$ cat src/hdl/assert_macros.svh
// assertion helpers shared by the rtl
`ifndef ASSERT_MACROS_SVH
`define ASSERT_MACROS_SVH

// condition holds in the same cycle
`define ASSERT_IMPLIES(label, clk, rst, ante, cons) \
   label: assert property (@(posedge clk) disable iff (rst) (ante) |-> (cons)) \
      else $error("assertion failed");

// condition holds in the following cycle
`define ASSERT_NEXT(label, clk, rst, ante, cons) \
   label: assert property (@(posedge clk) disable iff (rst) (ante) |=> (cons)) \
      else $error("assertion failed");

`endif

$ cat src/hdl/ldf_pkg.sv
`default_nettype none
package ldf_pkg;

   // distance and fog range registers are unsigned q16.8
   localparam int DIST_BITS    = 24;
   // factor is q1.16, one is 2^16
   localparam int FRAC_BITS    = 16;
   localparam int FACTOR_BITS  = FRAC_BITS + 1;
   localparam logic [FACTOR_BITS-1:0] FACTOR_ONE = FACTOR_BITS'(1) << FRAC_BITS;

   // square root: root bits resolved per stage
   localparam int SQ_STEPS     = 2;
   localparam int SQ_STAGES    = DIST_BITS / SQ_STEPS;
   // division: quotient bits resolved per stage
   localparam int DIV_STEPS    = 2;
   localparam int DIV_STAGES   = FRAC_BITS / DIV_STEPS;

   localparam int CSR_INDEX_BITS = 3;

   typedef enum logic [CSR_INDEX_BITS-1:0] {
      CSR_FOG_ENABLE = 3'd0,
      CSR_FOG_START  = 3'd1,
      CSR_FOG_END    = 3'd2,
      CSR_FOG_COLOR  = 3'd3,
      CSR_CAMERA_X   = 3'd4,
      CSR_CAMERA_Y   = 3'd5,
      CSR_CAMERA_Z   = 3'd6
   } csr_idx_type;

   typedef logic [DIST_BITS-1:0]   dist_type;
   typedef logic [FACTOR_BITS-1:0] factor_type;

endpackage
`default_nettype wire

$ cat src/hdl/ldf_blend.sv
`default_nettype none
module ldf_blend #(
   parameter int COLOR_WIDTH = 8
) (
   input  wire                          clock,
   input  wire                          reset,
   input  wire                          in_valid,
   output logic                         in_ready,
   input  ldf_pkg::factor_type          in_factor,
   input  wire                          in_bypass,
   input  wire  [3*COLOR_WIDTH-1:0]     in_color,
   input  wire  [3*COLOR_WIDTH-1:0]     fog_color,
   output logic                         out_valid,
   input  wire                          out_ready,
   output logic [3*COLOR_WIDTH-1:0]     out_color
);
   import ldf_pkg::*;

   localparam int CW = COLOR_WIDTH;
   localparam int PW = CW + 1 + FACTOR_BITS + 1;
   localparam int VW = CW + FRAC_BITS + 4;

   logic                 v0_ff;
   logic                 v1_ff;
   logic                 bypass_ff;
   logic [CW-1:0]        c_ff    [3];
   logic [CW-1:0]        fog_ff  [3];
   logic signed [PW-1:0] prod_ff [3];
   logic signed [PW-1:0] prod_in [3];
   logic [3*CW-1:0]      out_ff;
   logic [3*CW-1:0]      out_in;
   logic                 rdy0;
   logic                 rdy1;

   assign rdy1     = !v1_ff || out_ready;
   assign rdy0     = !v0_ff || rdy1;
   assign in_ready = rdy0;

   // signed colour difference times factor
   always_comb begin
      logic signed [CW:0]          d;
      logic signed [FACTOR_BITS:0] f;
      f = $signed({1'b0, in_factor});
      for (int i = 0; i < 3; i++) begin
         d = $signed({1'b0, in_color[i*CW +: CW]}) - $signed({1'b0, fog_color[i*CW +: CW]});
         prod_in[i] = PW'(d) * PW'(f);
      end
   end

   // add fog back, round half up, saturate; bypass passes the colour through
   always_comb begin
      logic signed [VW-1:0] v;
      logic signed [VW-1:0] r;
      for (int i = 0; i < 3; i++) begin
         v = $signed(VW'({fog_ff[i], {FRAC_BITS{1'b0}}})) + VW'(prod_ff[i])
           + $signed(VW'(1) <<< (FRAC_BITS - 1));
         r = v >>> FRAC_BITS;
         if (bypass_ff) begin
            out_in[i*CW +: CW] = c_ff[i];
         end else if (r < 0) begin
            out_in[i*CW +: CW] = '0;
         end else if (r > $signed(VW'({CW{1'b1}}))) begin
            out_in[i*CW +: CW] = '1;
         end else begin
            out_in[i*CW +: CW] = r[CW-1:0];
         end
      end
   end

   always_ff @(posedge clock) begin
      if (reset) begin
         v0_ff <= 1'b0;
         v1_ff <= 1'b0;
      end else begin
         if (rdy0) v0_ff <= in_valid;
         if (rdy1) v1_ff <= v0_ff;
      end
   end

   always_ff @(posedge clock) begin
      if (rdy0) begin
         bypass_ff <= in_bypass;
         for (int i = 0; i < 3; i++) begin
            c_ff[i]    <= in_color[i*CW +: CW];
            fog_ff[i]  <= fog_color[i*CW +: CW];
            prod_ff[i] <= prod_in[i];
         end
      end
      if (rdy1) out_ff <= out_in;
   end

   assign out_valid = v1_ff;
   assign out_color = out_ff;

endmodule
`default_nettype wire

$ cat config.mk
export PLATFORM = sky130hd
export DESIGN_NAME = ldf_blend
export DESIGN_NICKNAME = d
export VERILOG_FILES = /design/src/hdl/assert_macros.svh /design/src/hdl/ldf_pkg.sv /design/src/hdl/ldf_blend.sv
export SDC_FILE = /design/constraint.sdc
export NUM_CORES = 1
export LEC_CHECK = 0
export BUFFER_PORTS_ARGS = -buffer_cell sky130_fd_sc_hd__buf_2
export CAP_MARGIN = 20
export CORE_MARGIN = 4
export CORE_UTILIZATION = 63
export CTS_BUF_LIST = sky130_fd_sc_hd__clkbuf_8
export DETAILED_ROUTE_END_ITERATION = 16
export PLACE_DENSITY_LB_ADDON = 0.08
export SLEW_MARGIN = 20
export SYNTH_ARGS = -nofsm -noshare
export SYNTH_HDL_FRONTEND = slang
export SYNTH_SLANG_ARGS = --single-unit
$ cat constraint.sdc
create_clock -name clock -period 9.07 [get_ports clock]
set_clock_uncertainty 0.2 [all_clocks]
set_input_delay 0.907 -clock clock [delete_from_list [all_inputs] [get_ports clock]]
set_output_delay 0.907 -clock clock [all_outputs]
set_load 0.01 [all_outputs]
==> results.md <==
- Layout cells sized above 1: 8.29%
- Setup violations, final: 0
- Post-synthesis cell area: 0.0201 mm²
- Clock Latency Late Sink: 0.42 ns
- Slew headroom: 42.4%
- Reg2reg setup slack: 5.76 ns
- Starting Density: 63.8%
- Final HPWL DP: 35500 µm
- P&R area growth vs syn: 5.54%
- Reg clk slew, reported paths: 0.12 ns
- Avg Cell Area, Syn: 10.0 µm²
- Post-layout min period: 7.84 ns
- CTS H-tree depth: 3
- Post-synth top area cell: fa_1
- Post-CTS Setup Inserts: 0
- Ant diodes: 0
- Area of the multi-input gates: 0.0154 mm²
- CP max stage cell: fa_1
- Die area: 0.0349 mm²
- Status: completed
- Compound-Gate Fraction of Synth Area: 8.92%
- Total Routing Usage GR: 27.6%
- Warnings, synthesis: 0
- CP Max Fanout: 19
- DR WL/cell: 18.6 µm
- Synth area leaders: fa_1 (32%), edfxtp_1 (16%), ha_1 (15%)
- Post-Synth Adder-Cell Area: 47.4%
- Root Buffer: clkbuf_8
- Largest family of logic cells by synthesized area: adder cells
- Final Cycle Share: 86.4%
- Filler cells: 2608
- Initial antenna violation count: 0
- Final ANT Viol Nets: 0
- Sequential cell area: 0.00331 mm²
- Crit-path max cell delay: 0.57 ns
- Mux share of post-synthesis cell area: 0.0994%
- Most used flip-flop cell after synthesis: edfxtp_1
- Final Hold Fails: 0
- TritonCTS Sinks: 111
- CTS Hold Buffers Added: 0
- CP Capture Type: flip-flop
- Routed wire length: 46000 µm
- Arrival time at the worst endpoint: 7.83 ns
- Io pins: 96
- Top post-synthesis cells by count: fa_1 (321), inv_1 (304), ha_1 (249)
- Global-route wire length before repair: 79100 µm
- Maximum clock path buffer count: 2
- Most common cell in the netlist: fa_1
- Seq cells post-synth: 111
- DR pass1 iterations: 7
- Syn Nets: 2653
- Unrepaired setup endpoints after global routing: false
- Core area: 0.0316 mm²
- Largest net degree at the start of global routing: 58
- Die width: 187 µm
- Resize count post-CTS: 0
- Nets: 2710
- DRC viols: 0
- # port buffers: 95
- Synth top area share: 31.9%
- Total grt overflow: 0
- Post-Synth XOR/XNOR Area: 2.31%
- Die Span Y: 187 µm
- Worst Max-Slew Pin Slew: 0.864 ns
- Via count: 14.7k
- Placer congestion estimate: 0.894
- Vias per cell: 5.93
- Detailed Route Iter0 Violations: 889
- Setup_tns: 0 ns
- Seq/Total Area, Yosys: 16.5%
- CTS Buf Count: 9
- Hold Path Class: flip-flop to flip-flop
- Max Freq: 0.128 GHz
- Max-cap viol count: 0
- Number of global-route vias before repair: 16.1k
- Worst EP required: 9.06 ns
- Crit path kind: input pin to flip-flop
- CP Launch Type: input pin
- Slew Viols, Final: 0
- Number of library cell types mapped by synthesis: 71
- Ys async rst share: 0%
- Synth Area in Simple Gates: 17.7%
- Post-synth EDFFs: 109
- FP Rows: 65
- Synth Instances: 2013
- CTS tree: done
==> layer usage <==
layer | part of all wire, % | wire, µm | track usage [%]
met5 | 0 | 0 | 0
met4 | 2.6 | 1210 | 8.16
met3 | 6.0 | 2770 | 4.21
met2 | 50 | 22800 | 47.3
met1 | 42 | 19300 | 36.8
==> final cells by class <==
class                      count  share of cell area (%)
clock buffer                   9                   0.583
clock inverter                 7                   0.353
inverter                     304                    5.37
multi-input combinational   1522                    72.5
sequential                   111                    15.6
tap                          402                    2.37
timing repair buffer         122                    3.19
==> critical path: cells and delay by family <==
kind	cells	cell delay (ns)
xor+xnor	1	0.07
simple gates	3	0.42
compound gates	10	2.43
fa+ha+maj	8	3.42
buf+inv	7	0.56
==> cell families after synthesis <==
kind of cell               after synthesis
and+or+nand+nor                        641
adders and majority gates              570
buffers and inverters                  380
AOI/OAI and AO/OA                      256
DFF                                    111
xor gates and xnor gates                53
muxes                                    2
==> worst paths after layout <==
path                       start        endpoint  cells past startpoint
setup / recovery     in_color[0]  prod_ff[0][25]                     29
hold / removal             v0_ff       out_valid                      2
setup reg to reg  prod_ff[0][42]   out_color[10]                      8
hold reg to reg            v0_ff       out_valid                      2
==> stage by stage <==
stage | setup slack, ns | cell area, µm² | utilization, % | hold WS (ns) | instances
3_3_place_gp | 1.04 | 21100 | 66.7 | 0.322 | 2461
3_5_place_dp | 0.874 | 21100 | 66.7 | 0.340 | 2461
6_report | 1.23 | 21300 | 67.3 | 0.354 | 2477
2_1_floorplan | 1.21 | 20100 | - | 0.263 | 2013
4_1_cts | 1.32 | 21300 | 67.3 | 0.366 | 2477
5_1_grt | 0.752 | 21300 | 67.3 | 0.388 | 2477
==> placed cells by master (no fill, tap or decap), drive strengths merged, types with 16 or more instances in the layout <==
master  netlist  final
inv         304    307
edfxtp      109    109
o21ai        39     39
nor2         53     53
nor3         57     57
a221o        16     16
ha          249    249
a21o         41     41
buf           3    122
nand2b       88     88
and2        173    173
nor2b        21     21
xnor2        31     31
nor3b        46     46
a21oi        64     64
nand2       137    137
xor2         22     22
fa          321    321
==> registers in the layout, summed over array words and instances, names as in the netlist <==
name / cells
bypass_ff: 1
fog_ff: 24
v0_ff: 1
prod_ff: 36
out_valid: 1
c_ff: 24
out_color: 24
Power is not shown: default switching activity piles up to over one toggle a cycle in this logic, so the estimate is an artifact.
