===== config.mk =====
export PLATFORM = sky130hd
export DESIGN_NAME = ldf_factor
export DESIGN_NICKNAME = d
export VERILOG_FILES = /design/src/hdl/assert_macros.svh /design/src/hdl/ldf_pkg.sv /design/src/hdl/ldf_factor.sv
export SDC_FILE = /design/constraint.sdc
export NUM_CORES = 2
export LEC_CHECK = 0
export ABC_AREA = 1
export BUFFER_PORTS_ARGS = -buffer_cell sky130_fd_sc_hd__buf_2
export CAP_MARGIN = 20
export CORE_MARGIN = 2
export CORE_UTILIZATION = 35
export DETAILED_ROUTE_END_ITERATION = 7
export HOLD_SLACK_MARGIN = 0.08
export PLACE_DENSITY_LB_ADDON = 0.08
export SLEW_MARGIN = 0
export SYNTH_ARGS = -nofsm -noshare
export SYNTH_HDL_FRONTEND = slang
export SYNTH_SLANG_ARGS = --single-unit

===== constraint.sdc =====
create_clock -name clock -period 11 [get_ports clock]
set_input_delay 0.55 -clock clock [delete_from_list [all_inputs] [get_ports clock]]
set_output_delay 0.55 -clock clock [all_outputs]
set_load 0.02 [all_outputs]

===== src/hdl/assert_macros.svh =====
// assertion helpers shared by the rtl
`ifndef ASSERT_MACROS_SVH
`define ASSERT_MACROS_SVH

// condition holds in the same cycle
`define ASSERT_IMPLIES(label, clk, rst, ante, cons) \
   label: assert property (@(posedge clk) disable iff (rst) (ante) |-> (cons)) \
      else $error("assertion failed");

// condition holds in the following cycle
`define ASSERT_NEXT(label, clk, rst, ante, cons) \
   label: assert property (@(posedge clk) disable iff (rst) (ante) |=> (cons)) \
      else $error("assertion failed");

`endif


===== src/hdl/ldf_pkg.sv =====
`default_nettype none
package ldf_pkg;

   // distance and fog range registers are unsigned q16.8
   localparam int DIST_BITS    = 24;
   // factor is q1.16, one is 2^16
   localparam int FRAC_BITS    = 16;
   localparam int FACTOR_BITS  = FRAC_BITS + 1;
   localparam logic [FACTOR_BITS-1:0] FACTOR_ONE = FACTOR_BITS'(1) << FRAC_BITS;

   // square root: root bits resolved per stage
   localparam int SQ_STEPS     = 2;
   localparam int SQ_STAGES    = DIST_BITS / SQ_STEPS;
   // division: quotient bits resolved per stage
   localparam int DIV_STEPS    = 2;
   localparam int DIV_STAGES   = FRAC_BITS / DIV_STEPS;

   localparam int CSR_INDEX_BITS = 3;

   typedef enum logic [CSR_INDEX_BITS-1:0] {
      CSR_FOG_ENABLE = 3'd0,
      CSR_FOG_START  = 3'd1,
      CSR_FOG_END    = 3'd2,
      CSR_FOG_COLOR  = 3'd3,
      CSR_CAMERA_X   = 3'd4,
      CSR_CAMERA_Y   = 3'd5,
      CSR_CAMERA_Z   = 3'd6
   } csr_idx_type;

   typedef logic [DIST_BITS-1:0]   dist_type;
   typedef logic [FACTOR_BITS-1:0] factor_type;

endpackage
`default_nettype wire


===== src/hdl/ldf_factor.sv =====
`default_nettype none
module ldf_factor #(
   parameter int SIDE_WIDTH = 25
) (
   input  wire                      clock,
   input  wire                      reset,
   input  wire                      in_valid,
   output logic                     in_ready,
   input  ldf_pkg::dist_type        in_dist,
   input  wire                      in_far,
   input  wire  [SIDE_WIDTH-1:0]    in_side,
   input  ldf_pkg::dist_type        fog_start,
   input  ldf_pkg::dist_type        fog_end,
   output logic                     out_valid,
   input  wire                      out_ready,
   output ldf_pkg::factor_type      out_factor,
   output logic [SIDE_WIDTH-1:0]    out_side
);
   import ldf_pkg::*;

   localparam int NST = 1 + DIV_STAGES;
   localparam int RW  = DIST_BITS + 1;

   logic                  v_ff    [NST];
   logic [SIDE_WIDTH-1:0] side_ff [NST];
   logic                  zero_ff [NST];
   logic                  one_ff  [NST];
   logic                  rdy     [NST+1];

   logic [RW-1:0]         rem_ff  [DIV_STAGES+1];
   logic [FRAC_BITS-1:0]  quo_ff  [DIV_STAGES+1];
   logic [RW-1:0]         rem_in  [DIV_STAGES];
   logic [FRAC_BITS-1:0]  quo_in  [DIV_STAGES];

   dist_type span;
   dist_type num;
   logic     zero_in;
   logic     one_in;

   always_comb begin
      rdy[NST] = out_ready;
      for (int k = NST - 1; k >= 0; k--) begin
         rdy[k] = !v_ff[k] || rdy[k+1];
      end
   end
   assign in_ready = rdy[0];

   // span never below one lsb
   assign span    = (fog_end > fog_start) ? dist_type'(fog_end - fog_start) : dist_type'(1);
   assign zero_in = in_far || (in_dist >= fog_end);
   assign num     = dist_type'(fog_end - in_dist);
   assign one_in  = !zero_in && (num >= span);

   // restoring division, two quotient bits a stage
   always_comb begin
      logic [RW-1:0]        r;
      logic [FRAC_BITS-1:0] q;
      for (int s = 0; s < DIV_STAGES; s++) begin
         r = rem_ff[s];
         q = quo_ff[s];
         for (int j = 0; j < DIV_STEPS; j++) begin
            r = {r[RW-2:0], 1'b0};
            if (r >= RW'(span)) begin
               r = r - RW'(span);
               q = {q[FRAC_BITS-2:0], 1'b1};
            end else begin
               q = {q[FRAC_BITS-2:0], 1'b0};
            end
         end
         rem_in[s] = r;
         quo_in[s] = q;
      end
   end

   always_ff @(posedge clock) begin
      if (reset) begin
         for (int k = 0; k < NST; k++) v_ff[k] <= 1'b0;
      end else begin
         if (rdy[0]) v_ff[0] <= in_valid;
         for (int k = 1; k < NST; k++) begin
            if (rdy[k]) v_ff[k] <= v_ff[k-1];
         end
      end
   end

   always_ff @(posedge clock) begin
      if (rdy[0]) begin
         side_ff[0] <= in_side;
         zero_ff[0] <= zero_in;
         one_ff[0]  <= one_in;
         rem_ff[0]  <= RW'(num);
         quo_ff[0]  <= '0;
      end
      for (int s = 0; s < DIV_STAGES; s++) begin
         if (rdy[1+s]) begin
            side_ff[1+s] <= side_ff[s];
            zero_ff[1+s] <= zero_ff[s];
            one_ff[1+s]  <= one_ff[s];
            rem_ff[s+1]  <= rem_in[s];
            quo_ff[s+1]  <= quo_in[s];
         end
      end
   end

   assign out_valid  = v_ff[NST-1];
   assign out_side   = side_ff[NST-1];
   assign out_factor = one_ff[NST-1]  ? FACTOR_ONE :
                       zero_ff[NST-1] ? factor_type'(0) :
                       factor_type'(quo_ff[DIV_STAGES]);

endmodule
`default_nettype wire


==> flow_summary.toml <==
[outcome]
status = "completed"

[floorplan]
die_h_um = 359
die-area_um2 = 129000
io_pins = 146
core.rowCount = 130
fp.dieW_um = 359
start_util_pct = 35.1
core-area_um2 = 125000

[global_route]
grt_pass1_wl_mm = 238
grt_max_degree = 64
grt_pass1_vias = 38400
overflow = 0
grt_antenna_before_repair = 6
grt_util_all_layers_pct = 24.6

[final_layout]
syn_to_final_growth_pct = 11.4
drive_above_1_share_pct = 7.06
fin_nets = 6486

[placement]
numPortBuffers = 145
dpl_worst_slack_ps = 1840
gp_congestion = 0.973
dp_hpwl_mm = 126

[logic_synthesis]
synth-edff-count = 516
synthCells = 5736
async_flop_share_pct = 0
ys_warn_count = 0
yosysMostFrequentCell = "nand2_1"
synthTopCellsByCount = "nand2_1 (1726), inv_1 (590), edfxtp_1 (516), a21oi_1 (463), ha_1 (448)"
synth.ff_latch_count = 516
synth_top_area_cell = "edfxtp_1"
avgSynthCellArea_um2 = 7.67
ys_seq_area_share_pct = 35.2
synth.distinct_cells = 56
synth_area_um2 = 44000
ys_top_cells_by_area = "edfxtp_1 (35%), nand2_1 (15%), ha_1 (13%), a21oi_1 (5.3%), inv_1 (5.0%)"
synth_top_area_share_pct = 35.2
syn_nets = 6296
synthFlopType = "edfxtp_1"

[worst_setup_path]
arrival_ps = 9020
cp_slowest_stage_delay_ps = 590
r2r-end = "rem_ff[0][62]$_DFFE_PP_"
cp-startpoint = "fog_end[14]"
end_kind = "flop"
reg2reg_depth = 24
slowest_stage = "inv_2"
path_class = "in2reg"
worst-path-max-fanout = 33
r2r-start = "rem_ff[0][29]$_DFFE_PP_"
cp.required_ps = 11400
start_kind = "primary input"
crit_top_cell = "nand2_1"
r2r_slack_ps = 5170

[sta]
layout_setup_ws_ps = 2370
period_share_pct = 78.4
hold_viol = 0
setup_viol = 0
slew_viol_final = 0
final.setup.tns_ps = 0
finalClockSkew_ps = 34.0
tightest_slew_ps = 1030
min_period_ps = 8630
slew_headroom_pct = 31.3
max_freq_mhz = 116
rsz0062_at_grt = "no"

[detailed_routing]
wire_per_inst_um = 21.0
wl_met2_mm = 73.1
wl_mm = 160
dr.first_iter.drc_count = 3515
ant_nets = 0
vias = 39800
dr.pass1.iters = 6
top_layer_used = "met5"
route.met3.wl_mm = 8.27
remaining_drc_errors = 0
drt-met1-wl_mm = 74.7
viasPerCell = 5.22

[cts]
clk_pin_slew_ps = 60
cts.sinks = 516
post_cts_resized = 0
tritoncts = "yes"
clockRootBuffer = "clkbuf_16"
htreeDepth = 2
cts_hold_buffers = 24
post_cts_buffers = 0
cts_made_buffers = 60
insertion_delay_ps = 680
clock_path_buffers = 3

[min_path]
holdCritPathClass = "in2reg"
worstHoldStart = "in_side[24]"
min_path_cells = 1
hold_path_end = "side_ff[0][24]$_DFFE_PN_"

[flow_run]
drv_cap = 0
==> critical path, delay by kind of cell <==
kind / cells / cell delay [ps]
adder cells (fa/ha/maj): 3 / 1210
AND/OR/NAND/NOR: 19 / 3570
AO/OA/AOI/OAI: 9 / 2080
buffers and inverters: 6 / 1530
==> state kept, by name, indices dropped and copies added, names as in the netlist <==
signal,flops
side_ff,225
rem_ff,192
quo_ff,72
one_ff,9
v_ff,9
zero_ff,9
==> stage by stage <==
stage,util [%],cells,hold slack (ps),instance area (µm²)
global placement,37.3,7490,400,46800
global route,39.1,7626,118,49000
CTS,39.1,7626,111,49000
detailed placement,37.3,7490,405,46800
finish,39.1,7628,138,49000
floorplan,-,5736,400,44000
==> kinds of logic (layout without fill, tap and decap cells) <==
group | after synthesis | count (layout) | synth area share, %
compound gates | 1077 | 1077 | 13.7
fa+ha+maj | 458 | 458 | 13.2
xor+xnor | 294 | 294 | 5.85
simple gates | 2683 | 2683 | 25.4
other cells | 0 | 2 | 0
buf+inv | 708 | 948 | 6.69
flops | 516 | 516 | 35.2
==> how the worst max path moves through the flow <==
stage	cells past startpoint	end	slack, ps
floorplan	16	one_ff[0][1]$_DFFE_PP_	370
global placement	35	rem_ff[0][47]$_DFFE_PP_	1790
detailed placement	35	rem_ff[0][47]$_DFFE_PP_	1840
CTS	35	rem_ff[0][47]$_DFFE_PP_	2530
global route	37	rem_ff[0][62]$_DFFE_PP_	1890
finish	37	rem_ff[0][129]$_DFFE_PP_	2370
==> metal layers <==
layer,vias to the layer above,track usage [%]
li1,19900,-
met1,18600,34.1
met2,1081,40.3
met3,209,3.05
met4,2,6.43
met5,-,0
==> placed cells by master (no fill, tap or decap), drive strengths merged, types with 2 or more instances in the layout <==
cell type,count
a2111oi,2
nand3,266
clkinv,36
nor2,454
o2111ai,9
fa,10
nor4,36
o221ai,5
nand3b,18
a21oi,463
o41ai,2
bufinv,6
a211oi,18
a21boi,11
a31oi,62
o21ai,364
diode,2
o211a,5
nand2,1752
clkbuf,69
a311oi,2
o21a,35
xor2,166
clkinvlp,6
o211ai,6
a221oi,14
edfxtp,516
or2,25
o221a,2
ha,448
inv,602
nand4,66
buf,205
xnor2,128
o21bai,34
nor3,64
a21o,38
dlygate4sd3,24
==> cell type report <==
| cell class | instances | area, µm² |
|---|---|---|
| multi-input cells | 4512 | 25700 |
| diodes | 2 | 5.00 |
| inverters | 607 | 2290 |
| fillers | 13100 | 76200 |
| well taps | 1650 | 2060 |
| clock inverters | 43 | 464 |
| repair buffers | 229 | 1420 |
| clock buffers | 69 | 1540 |
| flip-flops and latches | 516 | 15500 |
Power is not shown: default switching activity piles up to over one toggle a cycle in this logic, so the estimate is an artifact.
